**src/hdl/ctscan_pkg.sv**
```systemverilog
`timescale 1ns / 1ps
// Shared types, constants and character tables of the token scanner.
package ctscan_pkg;

    localparam int MAX_TEXT_LENGTH = 255;
    localparam int LEN_W = $clog2(MAX_TEXT_LENGTH + 1);
    localparam int QUEUE_DEPTH = 4;
    localparam int QPTR_W = $clog2(QUEUE_DEPTH);

    localparam logic [30:0] VALUE_MAX = 31'h7FFF_FFFF;
    localparam logic [7:0] CH_ZERO = 8'd48;
    localparam logic [7:0] CH_NINE = 8'd57;
    localparam logic [7:0] CH_UNDERSCORE = 8'd95;
    localparam logic [7:0] CH_UPPER_A = "A";
    localparam logic [7:0] CH_UPPER_Z = "Z";
    localparam logic [7:0] CH_LOWER_A = "a";
    localparam logic [7:0] CH_LOWER_Z = "z";
    localparam logic [7:0] CH_LBRACE = "{";
    localparam logic [7:0] CH_RBRACE = "}";
    localparam logic [7:0] CH_LPAREN = "(";
    localparam logic [7:0] CH_RPAREN = ")";
    localparam logic [7:0] CH_SEMI = ";";

    typedef enum logic [3:0] {
        KIND_LBRACE  = 4'd0,
        KIND_RBRACE  = 4'd1,
        KIND_LPAREN  = 4'd2,
        KIND_RPAREN  = 4'd3,
        KIND_SEMI    = 4'd4,
        KIND_INT     = 4'd5,
        KIND_RETURN  = 4'd6,
        KIND_MAIN    = 4'd7,
        KIND_INTEGER = 4'd8,
        KIND_NAME    = 4'd9
    } t_kind;

    typedef enum logic [1:0] {
        MODE_IDLE = 2'd0,
        MODE_NAME = 2'd1,
        MODE_NUM  = 2'd2
    } t_mode;

    localparam int KW_COUNT = 3;
    localparam logic [7:0] KW_CHARS [KW_COUNT][6] = '{
        '{"i", "n", "t", 8'd0, 8'd0, 8'd0},
        '{"r", "e", "t", "u", "r", "n"},
        '{"m", "a", "i", "n", 8'd0, 8'd0}
    };
    localparam logic [2:0] KW_LEN [KW_COUNT] = '{3'd3, 3'd6, 3'd4};
    localparam t_kind KW_KIND [KW_COUNT] = '{KIND_INT, KIND_RETURN, KIND_MAIN};

    typedef struct packed {
        t_kind       kind;
        logic [30:0] literal_value;
        logic        value_overflow;
        logic [31:0] text_start;
        logic [7:0]  text_length;
        logic        last_of_run;
    } t_token;

    typedef struct packed {
        logic   has_second;
        t_token tok0;
        t_token tok1;
    } t_pair;

endpackage

```
**src/hdl/ctscan_if.sv**
```systemverilog
`timescale 1ns / 1ps
// Handshake interfaces for source bytes and emitted tokens.
interface ctscan_byte_if import ctscan_pkg::*; ();
    logic       valid;
    logic       ready;
    logic [7:0] source_byte;
    logic       end_of_input;

    modport source (output valid, output source_byte, output end_of_input, input ready);
    modport sink (input valid, input source_byte, input end_of_input, output ready);
endinterface

interface ctscan_token_if import ctscan_pkg::*; ();
    logic        valid;
    logic        ready;
    logic [3:0]  token_kind;
    logic [30:0] literal_value;
    logic        value_overflow;
    logic [31:0] text_start;
    logic [7:0]  text_length;
    logic        last_of_run;

    modport source (
        output valid, output token_kind, output literal_value, output value_overflow,
        output text_start, output text_length, output last_of_run, input ready
    );
    modport sink (
        input valid, input token_kind, input literal_value, input value_overflow,
        input text_start, input text_length, input last_of_run, output ready
    );
endinterface

```
**src/hdl/ctscan_front.sv**
```systemverilog
`timescale 1ns / 1ps
// Scanner front end: classifies each byte and forms the tokens it completes.
module ctscan_front import ctscan_pkg::*; (
    input  logic           i_clk,
    input  logic           i_rst_n,
    ctscan_byte_if.sink    i_byte,
    output logic           o_push_valid,
    input  logic           i_push_ready,
    output t_pair          o_push_data
);

    t_mode              r_mode, n_mode;
    logic [2:0]         r_mask, n_mask;
    logic [LEN_W-1:0]   r_len, n_len;
    logic [30:0]        r_num, n_num;
    logic               r_ovf, n_ovf;
    logic [31:0]        r_start, n_start;
    logic [31:0]        r_pos, n_pos;

    logic [7:0]         b;
    logic               fire;
    logic               is_letter, is_digit, is_cont, is_punct;
    logic               used;
    logic               a_valid, c_valid;
    t_token             tok_a, tok_b, tok_c;
    t_kind              punct;
    logic [34:0]        product;

    function automatic logic [2:0] match_update(logic [2:0] mask, logic [LEN_W-1:0] idx,
                                                logic [7:0] ch);
        logic [2:0]         m;
        logic [LEN_W+7:0]   widx;
        m = mask;
        widx = {8'd0, idx};
        for (int k = 0; k < KW_COUNT; k++) begin
            if (widx >= (LEN_W + 8)'(KW_LEN[k])) begin
                m[k] = 1'b0;
            end else if (KW_CHARS[k][idx[2:0]] != ch) begin
                m[k] = 1'b0;
            end
        end
        return m;
    endfunction

    function automatic logic [7:0] shown_length(logic [LEN_W-1:0] len);
        logic [LEN_W+7:0] wide;
        wide = {8'd0, len};
        if (wide > (LEN_W + 8)'(255)) begin
            return 8'hFF;
        end
        return wide[7:0];
    endfunction

    function automatic t_token flush_tok(t_mode mode, logic [2:0] mask, logic [LEN_W-1:0] len,
                                         logic [30:0] num, logic ovf, logic [31:0] start);
        t_token t;
        t.kind = KIND_NAME;
        t.literal_value = '0;
        t.value_overflow = 1'b0;
        t.text_start = start;
        t.text_length = shown_length(len);
        t.last_of_run = 1'b0;
        for (int k = 0; k < KW_COUNT; k++) begin
            if (mask[k] && ({8'd0, len} == (LEN_W + 8)'(KW_LEN[k]))) begin
                t.kind = KW_KIND[k];
            end
        end
        if (mode == MODE_NUM) begin
            t.kind = KIND_INTEGER;
            t.literal_value = num;
            t.value_overflow = ovf;
        end
        return t;
    endfunction

    assign b = i_byte.source_byte;
    assign i_byte.ready = i_push_ready;
    assign fire = i_byte.valid && i_push_ready;
    assign product = ({1'b0, r_num, 3'b000} + {3'b000, r_num, 1'b0}) + {27'd0, b - CH_ZERO};

    always_comb begin
        is_letter = (b inside {[CH_UPPER_A:CH_UPPER_Z], [CH_LOWER_A:CH_LOWER_Z]});
        is_digit = (b inside {[CH_ZERO:CH_NINE]});
        is_cont = is_letter || is_digit || (b == CH_UNDERSCORE);
        is_punct = 1'b1;
        case (b)
            CH_LBRACE: punct = KIND_LBRACE;
            CH_RBRACE: punct = KIND_RBRACE;
            CH_LPAREN: punct = KIND_LPAREN;
            CH_RPAREN: punct = KIND_RPAREN;
            CH_SEMI:   punct = KIND_SEMI;
            default: begin
                punct = KIND_SEMI;
                is_punct = 1'b0;
            end
        endcase

        tok_a = flush_tok(r_mode, r_mask, r_len, r_num, r_ovf, r_start);
        used = ((r_mode == MODE_NAME) && is_cont) || ((r_mode == MODE_NUM) && is_digit);
        a_valid = (r_mode != MODE_IDLE) && !used;

        n_mode = r_mode;
        n_mask = r_mask;
        n_len = r_len;
        n_num = r_num;
        n_ovf = r_ovf;
        n_start = r_start;

        if (used) begin
            if (r_len < LEN_W'(MAX_TEXT_LENGTH)) begin
                n_len = r_len + 1'b1;
            end
            if (r_mode == MODE_NAME) begin
                n_mask = match_update(r_mask, r_len, b);
            end else if (product > {4'd0, VALUE_MAX}) begin
                n_num = VALUE_MAX;
                n_ovf = 1'b1;
            end else begin
                n_num = product[30:0];
            end
        end else begin
            n_mode = MODE_IDLE;
            n_mask = 3'b111;
            n_len = '0;
            n_num = '0;
            n_ovf = 1'b0;
            n_start = '0;
            if (is_letter) begin
                n_mode = MODE_NAME;
                n_mask = match_update(3'b111, '0, b);
                n_len = LEN_W'(1);
                n_start = r_pos;
            end else if (is_digit) begin
                n_mode = MODE_NUM;
                n_num = {23'd0, b - CH_ZERO};
                n_len = LEN_W'(1);
                n_start = r_pos;
            end
        end

        tok_b.kind = punct;
        tok_b.literal_value = '0;
        tok_b.value_overflow = 1'b0;
        tok_b.text_start = r_pos;
        tok_b.text_length = 8'd1;
        tok_b.last_of_run = 1'b0;

        tok_c = flush_tok(n_mode, n_mask, n_len, n_num, n_ovf, n_start);
        c_valid = i_byte.end_of_input && (n_mode != MODE_IDLE);

        n_pos = r_pos + 32'd1;
        if (i_byte.end_of_input) begin
            n_mode = MODE_IDLE;
            n_mask = 3'b111;
            n_len = '0;
            n_num = '0;
            n_ovf = 1'b0;
            n_start = '0;
            n_pos = '0;
        end

        o_push_data.has_second = a_valid && ((is_punct && !used) || c_valid);
        if (a_valid) begin
            o_push_data.tok0 = tok_a;
        end else if (is_punct && !used) begin
            o_push_data.tok0 = tok_b;
        end else begin
            o_push_data.tok0 = tok_c;
        end
        o_push_data.tok1 = c_valid ? tok_c : tok_b;
        o_push_data.tok0.last_of_run = !o_push_data.has_second;
        o_push_data.tok1.last_of_run = 1'b1;
        o_push_valid = fire && (a_valid || (is_punct && !used) || c_valid);
    end

    always_ff @(posedge i_clk) begin
        if (!i_rst_n) begin
            r_mode <= MODE_IDLE;
            r_mask <= 3'b111;
            r_len <= '0;
            r_num <= '0;
            r_ovf <= 1'b0;
            r_start <= '0;
            r_pos <= '0;
        end else if (fire) begin
            r_mode <= n_mode;
            r_mask <= n_mask;
            r_len <= n_len;
            r_num <= n_num;
            r_ovf <= n_ovf;
            r_start <= n_start;
            r_pos <= n_pos;
        end
    end

endmodule

```
**src/hdl/ctscan_queue.sv**
```systemverilog
`timescale 1ns / 1ps
// Small register queue of token pairs between the front end and the back end.
module ctscan_queue import ctscan_pkg::*; (
    input  logic  i_clk,
    input  logic  i_rst_n,
    input  logic  i_push_valid,
    output logic  o_push_ready,
    input  t_pair i_push_data,
    output logic  o_head_valid,
    output t_pair o_head_data,
    input  logic  i_pop
);

    t_pair              r_mem [QUEUE_DEPTH];
    logic [QPTR_W-1:0]  r_wr_ptr;
    logic [QPTR_W-1:0]  r_rd_ptr;
    logic [QPTR_W:0]    r_count;
    logic               push, pop;

    assign o_push_ready = (r_count != (QPTR_W + 1)'(QUEUE_DEPTH));
    assign o_head_valid = (r_count != '0);
    assign o_head_data = r_mem[r_rd_ptr];
    assign push = i_push_valid && o_push_ready;
    assign pop = i_pop && o_head_valid;

    always_ff @(posedge i_clk) begin
        if (push) begin
            r_mem[r_wr_ptr] <= i_push_data;
        end
    end

    always_ff @(posedge i_clk) begin
        if (!i_rst_n) begin
            r_wr_ptr <= '0;
            r_rd_ptr <= '0;
            r_count <= '0;
        end else begin
            if (push) begin
                r_wr_ptr <= r_wr_ptr + 1'b1;
            end
            if (pop) begin
                r_rd_ptr <= r_rd_ptr + 1'b1;
            end
            if (push && !pop) begin
                r_count <= r_count + 1'b1;
            end else if (pop && !push) begin
                r_count <= r_count - 1'b1;
            end
        end
    end

endmodule

```
**src/hdl/ctscan_back.sv**
```systemverilog
`timescale 1ns / 1ps
// Scanner back end: splits token pairs and holds each token in the output register.
module ctscan_back import ctscan_pkg::*; (
    input  logic            i_clk,
    input  logic            i_rst_n,
    input  logic            i_head_valid,
    input  t_pair           i_head_data,
    output logic            o_pop,
    ctscan_token_if.source  o_token
);

    logic   r_out_valid, n_out_valid;
    logic   r_idx, n_idx;
    t_token r_tok, n_tok;
    logic   load;

    always_comb begin
        load = i_head_valid && (!r_out_valid || o_token.ready);
        n_out_valid = r_out_valid && !o_token.ready;
        n_tok = r_tok;
        n_idx = r_idx;
        o_pop = 1'b0;
        if (load) begin
            n_out_valid = 1'b1;
            n_tok = r_idx ? i_head_data.tok1 : i_head_data.tok0;
            o_pop = r_idx || !i_head_data.has_second;
            n_idx = !r_idx && i_head_data.has_second;
        end
    end

    always_ff @(posedge i_clk) begin
        if (!i_rst_n) begin
            r_out_valid <= 1'b0;
            r_idx <= 1'b0;
        end else begin
            r_out_valid <= n_out_valid;
            r_idx <= n_idx;
        end
    end

    always_ff @(posedge i_clk) begin
        r_tok <= n_tok;
    end

    assign o_token.valid = r_out_valid;
    assign o_token.token_kind = r_tok.kind;
    assign o_token.literal_value = r_tok.literal_value;
    assign o_token.value_overflow = r_tok.value_overflow;
    assign o_token.text_start = r_tok.text_start;
    assign o_token.text_length = r_tok.text_length;
    assign o_token.last_of_run = r_tok.last_of_run;

endmodule

```
**src/hdl/c_subset_token_scanner.sv**
```systemverilog
`timescale 1ns / 1ps
// Top level of the byte-serial token scanner for a small C subset.
// The scanner takes one source byte per cycle while its queue has room and emits names,
// keywords, decimal integers and the marks { } ( ) ; as transactions on the token channel,
// each carrying its start position and saturated length. A byte yields zero, one or two
// tokens; the front end takes a byte every cycle as long as its four-entry pair queue has
// room, and the back end drains one token per cycle through its output register while the
// token port is ready, so the token port sets the sustained limit of one token per cycle.
// A byte with end_of_input set flushes any pending token and restarts byte positions at
// zero. Tokens enter the queue at the edge that accepts their byte, then the output register.
module c_subset_token_scanner import ctscan_pkg::*; (
    input  logic            i_clk,
    input  logic            i_rst_n,
    ctscan_byte_if.sink     i_byte,
    ctscan_token_if.source  o_token
);

    logic  push_valid, push_ready;
    t_pair push_data;
    logic  head_valid, pop;
    t_pair head_data;

    ctscan_front u_front (
        .i_clk        (i_clk),
        .i_rst_n      (i_rst_n),
        .i_byte       (i_byte),
        .o_push_valid (push_valid),
        .i_push_ready (push_ready),
        .o_push_data  (push_data)
    );

    ctscan_queue u_queue (
        .i_clk        (i_clk),
        .i_rst_n      (i_rst_n),
        .i_push_valid (push_valid),
        .o_push_ready (push_ready),
        .i_push_data  (push_data),
        .o_head_valid (head_valid),
        .o_head_data  (head_data),
        .i_pop        (pop)
    );

    ctscan_back u_back (
        .i_clk        (i_clk),
        .i_rst_n      (i_rst_n),
        .i_head_valid (head_valid),
        .i_head_data  (head_data),
        .o_pop        (pop),
        .o_token      (o_token)
    );

`ifndef ASSERT_OFF
    a_push_accepted: assert property (@(posedge i_clk) disable iff (!i_rst_n)
        push_valid |-> push_ready)
        else $error("Token pair pushed while the queue was full.");

    a_literal_only_on_integer: assert property (@(posedge i_clk) disable iff (!i_rst_n)
        (o_token.valid && (o_token.token_kind != KIND_INTEGER))
            |-> ((o_token.literal_value == '0) && !o_token.value_overflow))
        else $error("Literal value on a token that is not an integer.");

    a_pop_only_with_data: assert property (@(posedge i_clk) disable iff (!i_rst_n)
        pop |-> (head_valid && $past(i_rst_n)))
        else $error("Queue popped while empty.");

    a_idle_after_reset: assert property (@(posedge i_clk)
        !i_rst_n |=> !o_token.valid)
        else $error("Token valid right after reset.");
`endif

endmodule
```
**src/flat_wrapper.sv**
```systemverilog
// flat-port wrapper written by rule: the top's interface ports become plain ports
module c_subset_token_scanner_flat import ctscan_pkg::*;
  (i_clk, i_rst_n, i_byte_valid, i_byte_source_byte, i_byte_end_of_input, i_byte_ready, o_token_valid, o_token_token_kind, o_token_literal_value, o_token_value_overflow, o_token_text_start, o_token_text_length, o_token_last_of_run, o_token_ready);
  ctscan_byte_if i_byte_i ();
  ctscan_token_if o_token_i ();
  input  logic i_clk;
  input  logic i_rst_n;
  input wire logic [$bits(i_byte_i.valid)-1:0] i_byte_valid;
  input wire logic [$bits(i_byte_i.source_byte)-1:0] i_byte_source_byte;
  input wire logic [$bits(i_byte_i.end_of_input)-1:0] i_byte_end_of_input;
  output wire logic [$bits(i_byte_i.ready)-1:0] i_byte_ready;
  output wire logic [$bits(o_token_i.valid)-1:0] o_token_valid;
  output wire logic [$bits(o_token_i.token_kind)-1:0] o_token_token_kind;
  output wire logic [$bits(o_token_i.literal_value)-1:0] o_token_literal_value;
  output wire logic [$bits(o_token_i.value_overflow)-1:0] o_token_value_overflow;
  output wire logic [$bits(o_token_i.text_start)-1:0] o_token_text_start;
  output wire logic [$bits(o_token_i.text_length)-1:0] o_token_text_length;
  output wire logic [$bits(o_token_i.last_of_run)-1:0] o_token_last_of_run;
  input wire logic [$bits(o_token_i.ready)-1:0] o_token_ready;
  assign i_byte_i.valid = i_byte_valid;
  assign i_byte_i.source_byte = i_byte_source_byte;
  assign i_byte_i.end_of_input = i_byte_end_of_input;
  assign i_byte_ready = i_byte_i.ready;
  assign o_token_valid = o_token_i.valid;
  assign o_token_token_kind = o_token_i.token_kind;
  assign o_token_literal_value = o_token_i.literal_value;
  assign o_token_value_overflow = o_token_i.value_overflow;
  assign o_token_text_start = o_token_i.text_start;
  assign o_token_text_length = o_token_i.text_length;
  assign o_token_last_of_run = o_token_i.last_of_run;
  assign o_token_i.ready = o_token_ready;
  c_subset_token_scanner u_core (.i_clk(i_clk), .i_rst_n(i_rst_n), .i_byte(i_byte_i), .o_token(o_token_i));
endmodule
```
**config.mk**
```make
export PLATFORM = sky130hd
export DESIGN_NAME = c_subset_token_scanner_flat
export DESIGN_NICKNAME = d
export VERILOG_FILES = /design/src/hdl/ctscan_pkg.sv /design/src/hdl/ctscan_if.sv /design/src/hdl/ctscan_front.sv /design/src/hdl/ctscan_queue.sv /design/src/hdl/ctscan_back.sv /design/src/hdl/c_subset_token_scanner.sv /design/src/flat_wrapper.sv
export SDC_FILE = /design/constraint.sdc
export NUM_CORES = 1
export LEC_CHECK = 0
export BUFFER_PORTS_ARGS = -buffer_cell sky130_fd_sc_hd__buf_2
export CAP_MARGIN = 40
export CORE_ASPECT_RATIO = 1.75
export CORE_MARGIN = 3
export CORE_UTILIZATION = 50
export CTS_CLUSTER_DIAMETER = 150
export CTS_CLUSTER_SIZE = 30
export DETAILED_ROUTE_END_ITERATION = 8
export GPL_ROUTABILITY_DRIVEN = 0
export GPL_TIMING_DRIVEN = 0
export PLACE_DENSITY = 0.69
export REMOVE_ABC_BUFFERS = 1
export SLEW_MARGIN = 40
export SYNTH_ARGS = -nofsm -noshare
export SYNTH_HDL_FRONTEND = slang
export SYNTH_SLANG_ARGS = --single-unit
```
**constraint.sdc**
```tcl
create_clock -name i_clk -period 13.93 [get_ports i_clk]
set_clock_uncertainty 0.2 [all_clocks]
set_input_delay 0 -clock i_clk [delete_from_list [all_inputs] [get_ports i_clk]]
set_output_delay 0 -clock i_clk [all_outputs]
set_load 0.01 [all_outputs]
```
# After elaboration in Yosys (flattened, before gate mapping)
# Memory sizes are Yosys's and may differ from the RTL's. A register that Yosys moved wholly into a read port is not among the register bits.
# Index checks and enable logic that the tools add are counted.
[word_totals]
reg_bits = 195
mem_bits_rw = 616
rom_bits = 192
wordCells = 177
mem_count = 4
input_bits = 13
output_inout_bits = 79
[classes]
n_bitwise = 1
n_mux = 65
n_eq_ne = 22
n_reduce_logical = 46
order_cmp = 12
add_sub_neg = 9
[memory_table]
columns = ["name", "words", "width", "read_ports", "rd_ports_with_merged_regs", "write_ports", "line", "text"]
rows = [
  ["u_core.u_queue.r_mem", 4, 154, 1, 1, 1, "ctscan_queue.sv:14", "t_pair r_mem [QUEUE_DEPTH];"],
  ["(no name shown)", 8, 8, 1, 0, 0, "ctscan_front.sv:38", "end else if (KW_CHARS[k][idx[2:0]] != ch) begin"],
  ["(no name shown)", 8, 8, 1, 0, 0, "ctscan_front.sv:38", ""],
  ["(no name shown)", 8, 8, 1, 0, 0, "ctscan_front.sv:38", ""],
]
[op_table]
columns = ["operator", "n"]
rows = [
  ["77-bit two-way mux", 4],
  ["32-bit two-way mux", 5],
  ["31-bit two-way mux", 4],
  ["8-bit two-way mux", 11],
  ["36-bit two-way mux", 2],
  ["34-bit by 32-bit adder with 35-bit output", 1],
  ["35-bit by 8-bit adder with 35-bit output", 1],
  ["35-bit by 31-bit > comparator with 1-bit output (second input constant)", 1],
  ["32-bit by 1-bit adder with 32-bit output (second input constant)", 1],
  ["8-bit by 3-bit equality test with 1-bit output (second input constant)", 4],
  ["8-bit by 6-bit equality test with 1-bit output (second input constant)", 3],
  ["8-bit by 7-bit equality test with 1-bit output (second input constant)", 3],
  ["1-bit logical AND", 24],
  ["4-bit two-way mux", 6],
  ["7-bit by 8-bit != test with 1-bit output (first input constant)", 3],
  ["8-bit != test", 3],
  ["1-bit two-way mux", 20],
  ["3-bit two-way mux", 6],
  ["8-bit by 2-bit equality test with 1-bit output (second input constant)", 2],
  ["8-bit by 3-bit greater-or-equal comparator with 1-bit output (second input constant)", 2],
  ["8-bit by 7-bit greater-or-equal comparator with 1-bit output (second input constant)", 2],
  ["8-bit by 7-bit less-or-equal comparator with 1-bit output (second input constant)", 2],
  ["2-bit two-way mux", 6],
  ["3-bit one-hot mux with 4 select lines", 1],
  ["19 further kinds", 38],
]

# Longest topological paths before layout
[logic_depth]
depth_word = 17
depth_mapped = 15

# Hierarchy
# From an unflattened synthesis, not the netlist that was laid out.
[unflattened]
cells_unflattened = 2308
area_unflattened_um2 = 36092.1
[modules_own_cells]
columns = ["mod", "area_per_inst_um2", "seq_area_each_um2", "cells_per_inst", "instances"]
rows = [
  ["ctscan_queue", 22826.9, 18798.0, 857, 1],
  ["ctscan_front", 9895.7, 2182.1, 1276, 1],
  ["ctscan_back", 3369.5, 2352.3, 175, 1],
]

# Worst setup path after synthesis
# OpenSTA, ideal clock, no wires.
[synth_path]
path_kind = "input to register"
from = "input port i_byte_source_byte[4]"
to = "memory u_core.u_queue.r_mem[0][0] in the netlist's numbering (enable)"
setup_ps = 532
required_ps = 13198
t_arrival_ps = 5468
path_slack_ps = 7729
cell_stages = 9
cell_sequence = "ha_1 -> clkbuf_1 -> nor2b_1 -> o221a_2 -> o41a_2 -> a211oi_2 -> inv_2 -> a21oi_4 -> and2_1"
[synth_via]
elab_chain_len = 15
[synth_rtl]
columns = ["element", "line", "text"]
rows = [
  ["start, declared", "flat_wrapper.sv:9", "input wire logic [$bits(i_byte_i.source_byte)-1:0] i_byte_source_byte;"],
  ["8-bit by 7-bit greater-or-equal comparator with 1-bit output or 8-bit by 7-bit less-or-equal comparator with 1-bit output (tied branches)", "ctscan_front.sv:82", "is_letter = (b inside {[CH_UPPER_A:CH_UPPER_Z], [CH_LOWER_A:CH_LOWER_Z]});"],
  ["1-bit logical AND", "ctscan_front.sv:82", ""],
  ["2-bit nonzero test", "ctscan_front.sv:82", ""],
  ["1-bit logical OR (2 in a row)", "ctscan_front.sv:84", "is_cont = is_letter || is_digit || (b == CH_UNDERSCORE);"],
  ["1-bit logical AND", "ctscan_front.sv:99", "used = ((r_mode == MODE_NAME) && is_cont) || ((r_mode == MODE_NUM) && is_digit);"],
  ["1-bit logical OR", "ctscan_front.sv:99", ""],
  ["2-bit two-way mux or 1-bit zero test (tied branches)", "ctscan_front.sv:109, ctscan_front.sv:100, ctscan_front.sv:173", ""],
  ["2-bit nonzero test, or another cell as far along", "ctscan_front.sv:149", "c_valid = i_byte.end_of_input && (n_mode != MODE_IDLE);"],
  ["1-bit logical AND or 1-bit logical OR (tied branches)", "ctscan_front.sv:149, ctscan_front.sv:173", ""],
  ["1-bit logical OR *", "ctscan_front.sv:173", "o_push_valid = fire && (a_valid || (is_punct && !used) || c_valid);"],
  ["1-bit logical AND *", "ctscan_front.sv:173", ""],
  ["1-bit logical AND *", "ctscan_queue.sv:23", "assign push = i_push_valid && o_push_ready;"],
  ["named net u_core.u_queue.push", "ctscan_queue.sv:18", "logic push, pop;"],
  ["1-bit two-way mux *", "ctscan_queue.sv:27", "if (push) begin"],
  ["1-bit two-way mux (not written as such) *", "ctscan_queue.sv:28", "r_mem[r_wr_ptr] <= i_push_data;"],
  ["end, declared", "ctscan_queue.sv:14", ""],
]
# Mark *: on every way through the listed nets, which the timed path passes. The rest lies on a longest branch.

==> flow_summary_export.csv <==
group,metric,value,unit
cells_and_area,n_fill_cell,5463,
clock_network,cts.reportedPaths.clkPinSlew,0.11,ns
route,drt-pass1-iter-count,7,
clock_network,number_of_cts_inserted_buffers,31,
route,met2RoutedLength,42600,um
worst_setup_path,rr_worst_depth,13,
worst_setup_path,critical_path_required,14.07,ns
timing,timing.max_slew.rel_slack,46.6,%
die,core.rowCount,128,
yosys,postSynthCellCount,2382,
yosys,synth-edff-count,693,
clock_network,cts_max_level,1,
timing,min_period_over_period,37.4,%
yosys,dominantRegCellSynth,"edfxtp_1",
yosys,post-synth-top-area-cell,"edfxtp_1",
cells_and_area,final_nets,2541,
clock_network,postCtsHoldBufs,18,
worst_setup_path,worstPathCellList,"dlygate4sd3_1, buf_2, ha_1, xnor2_1, fa_1, ha_1, a21oi_1, o211ai_1, a221oi_2, a21oi_1, a41oi_1, xor2_1, nand3_2, nor3_4, buf_6, a21oi_1",
power_and_ir_drop,p_per_area,138,nW/um^2
worst_setup_path,critPathArrivalTime,5.36,ns
die,die-width,207,um
clock_network,worstSkewPairLatency,0.65,ns
timing,final-max-slew-violation-count,0,
timing,fin_setup_tns,0,ns
die,fp.dieArea,73900,um^2
worst_setup_path,cp_slowest_cell,"dlygate4sd3_1",
route,routed_wl_per_cell,22.9,um
cells_and_area,layout_commonest_cell,"edfxtp_1",
hold_path,hold_path_startpoint,"i_rst_n",
die,initial_standard_cell_utilization_of_the_core,50.6,%
route,detail_route.iter0.violations,1551,
yosys,synth_sequential_area_ratio,65.8,%
power_and_ir_drop,p_leak,0.0132,uW
cells_and_area,register_area,23200,um^2
clock_network,cts_tree,"done",
cells_and_area,antennaDiodeCount,0,
global_route,grt_pass1_wl,121000,um
clock_network,cts_root_buf,"clkbuf_16",
clock_network,clockBufferDepth,3,
timing,timing_worst_slew_pin_value,0.794,ns
die,top_level_ports,92,
cells_and_area,area_delta_synth_final,9.42,%
die,die_height,357,um
worst_setup_path,cp-end-kind,"flip-flop",
hold_path,min-delay-path-class,"in2reg",
timing,final-hold-violation-count,0,
global_route,globalRoute.totalOverflow,0,
yosys,yosys.area.top_type_share,59.0,%
timing,setup-violations-final,0,
cells_and_area,layout_common_cells,"edfxtp_1 (693), nand2_1 (343), mux4_2 (154)",
route,drcViolationCount,0,
route,highest-signal-layer,"met4",
hold_path,worstHoldPathCells,3,
global_route,grt_start_max_net_pins,61,
worst_setup_path,max_stage_delay,0.55,ns
yosys,synth.ff_latch_count,813,
power_and_ir_drop,power,5330,uW
route,route.vias.total,20414,
clock_network,clock-sinks,813,
clock_network,post-cts-setup-buffers,0,
worst_setup_path,r2r_start,"u_core.u_front.r_num[2]$_SDFFE_PN0P_",
global_route,all_layer_global_routing_usage,21.1,%
die,fp.coreArea,69700,um^2
power_and_ir_drop,vdd.ir_drop.worst,102,uV
route,antenna_left,0,
route,wl,77600,um
global_route,grt_pass1_vias,21527,
worst_setup_path,path_max_fanout,12,
yosys,synth.area.top_cells,"edfxtp_1 (59%), mux4_2 (9.8%), dfxtp_1 (6.8%)",
route,route.layer.met1.wl,28700,um
placement,dp.final_hpwl,53000,um
worst_setup_path,cp_common_cell,"a21oi_1",
worst_setup_path,worstSetupPathType,"in2reg",
timing,achievable-frequency,0.192,GHz
clock_network,postCtsResizedCells,0,
yosys,share_of_flip_flops_with_an_asynchronous_set_or_reset_after_synthesis,0,%
placement,portBuffers,91,
yosys,netlist-cell-type-count,93,
timing,final_period_minus_worst_setup_slack,5.22,ns
cells_and_area,fraction_of_layout_cells_with_a_size_suffix_above_1,17.3,%
worst_setup_path,critPathLaunchType,"primary input",
yosys,synth.avg_cell_area,14.8,um^2
global_route,initial_antenna_violation_count,0,
cells_and_area,multiInputGateArea,11500,um^2
run,maxCapViolCount,0,
route,met3_wirelength,3040,um
worst_setup_path,ff2ff_setup_slack,8.98,ns
timing,grt_setup_unrepaired,"false",
route,avgViaCountPerCell,6.04,
yosys,synthesized_area,35300,um^2
yosys,synth_warnings,0,
worst_setup_path,timing.rr.end,"u_core.u_queue.r_mem[3][120]$_DFFE_PP_",
run_status,outcome,"complete, no violations",
registers in the layout, indices dropped and copies added (netlist names), 2 cells and up, named ones only:
name and flops:
u_core.u_queue.r_mem 616, u_core.u_back.o_token.text_start 32, u_core.u_front.r_pos 32, u_core.u_front.r_start 32, u_core.u_back.o_token.literal_value 31, u_core.u_front.r_num 31
u_core.u_back.o_token.text_length 8, u_core.u_front.r_len 8, u_core.u_back.o_token.token_kind 4, u_core.u_front.r_mask 3, u_core.u_queue.r_count 3, u_core.u_front.r_mode 2
u_core.u_queue.r_rd_ptr 2, u_core.u_queue.r_wr_ptr 2
how the worst max path moves through the flow:
| stage | from | endpoint | slack [ns] | depth (start not counted) |
|---|---|---|---|---|
| after CTS | i_byte_source_byte[5] | u_core.u_queue.r_mem[0][49]$_DFFE_PP_ | 8.83 | 16 |
| after detailed placement | i_byte_source_byte[5] | u_core.u_queue.r_mem[0][49]$_DFFE_PP_ | 8.70 | 15 |
| after global routing | i_byte_source_byte[5] | u_core.u_queue.r_mem[3][120]$_DFFE_PP_ | 8.54 | 15 |
| after global placement | flip-flop | u_core.u_queue.r_count[2]$_SDFFE_PN0P_ | 2.04 | 9 |
| after floorplan | flip-flop | u_core.u_queue.r_count[2]$_SDFFE_PN0P_ | 5.17 | 9 |
| final | i_byte_source_byte[5] | u_core.u_queue.r_mem[0][49]$_DFFE_PP_ | 8.71 | 16 |
logic make-up (layout without fill, tap and decap cells):
family	after synthesis	in the layout	share of synthesized area (%)
compound gates	414	414	8.11
xor+xnor	73	73	1.81
fa+ha+maj	83	83	3.09
buf+inv	169	257	1.91
flops	813	813	65.8
mux	191	191	11.0
simple gates	639	639	8.23
where the power goes:
group | total (uW) | internal, uW | switching [uW]
Clock | 1140 | 433 | 704
Sequential | 2970 | 2880 | 90.0
Combinational | 1220 | 543 | 678
Total | 5330 | 3860 | 1470
through the flow:
stage / setup WS [ns] / hold WS, ns / std cells / utilization, % / instance area (um^2)
final: 8.71 / 0.224 / 3380 / 55.4 / 38600
after global routing: 8.54 / 0.239 / 3380 / 55.4 / 38600
after CTS: 8.83 / 0.196 / 3380 / 55.3 / 38600
after detailed placement: 8.70 / 0.130 / 3304 / 53.8 / 37500
after global placement: 2.04 / 0.0869 / 3247 / 52.1 / 36300
after floorplan: 5.17 / -0.0783 / 2246 / - / 34700
routing by layer:
metal / global-route usage (%) / vias up
met2: 40.0 / 611
met3: 1.66 / 176
li1: - / 9282
met1: 24.3 / 10345
met4: 8.41 / 0
met5: 0 / -
critical path: cells and delay by family:
family                   cells  cell delay, ns
AO/OA/AOI/OAI                6            1.54
XOR/XNOR                     2            0.72
buffers and inverters        3            0.98
adder cells (fa/ha/maj)      3            1.22
AND/OR/NAND/NOR              2            0.86
cell type report:
class                   instances  area share (%)
well taps                     910            2.95
inverters                      33           0.334
clock buffers                  56            2.25
repair buffers                166            4.31
flip-flops and latches        813            60.2
multi-input cells            1400            29.8
clock inverters                 2           0.101
Yosys cell counts (12+ instances only):
master and count:
xnor2_1 30, nor3_1 27, a31oi_1 17, nor2b_1 19, xor2_1 43, buf_2 14
nor2_1 92, nand2_1 347, edfxtp_1 693, nor4_1 12, a21oi_1 92, inv_1 30
clkbuf_1 85, mux4_2 154, o21ai_0 87, dfxtp_1 120, mux2_2 32, nand3_1 29
buf_1 31, ha_1 76, o21ai_1 12, and3_1 17, a22o_1 66, nand4_1 19
and2_1 30, a21o_1 14, o211ai_1 25
No activity file was read; power rests on OpenSTA's default activity.
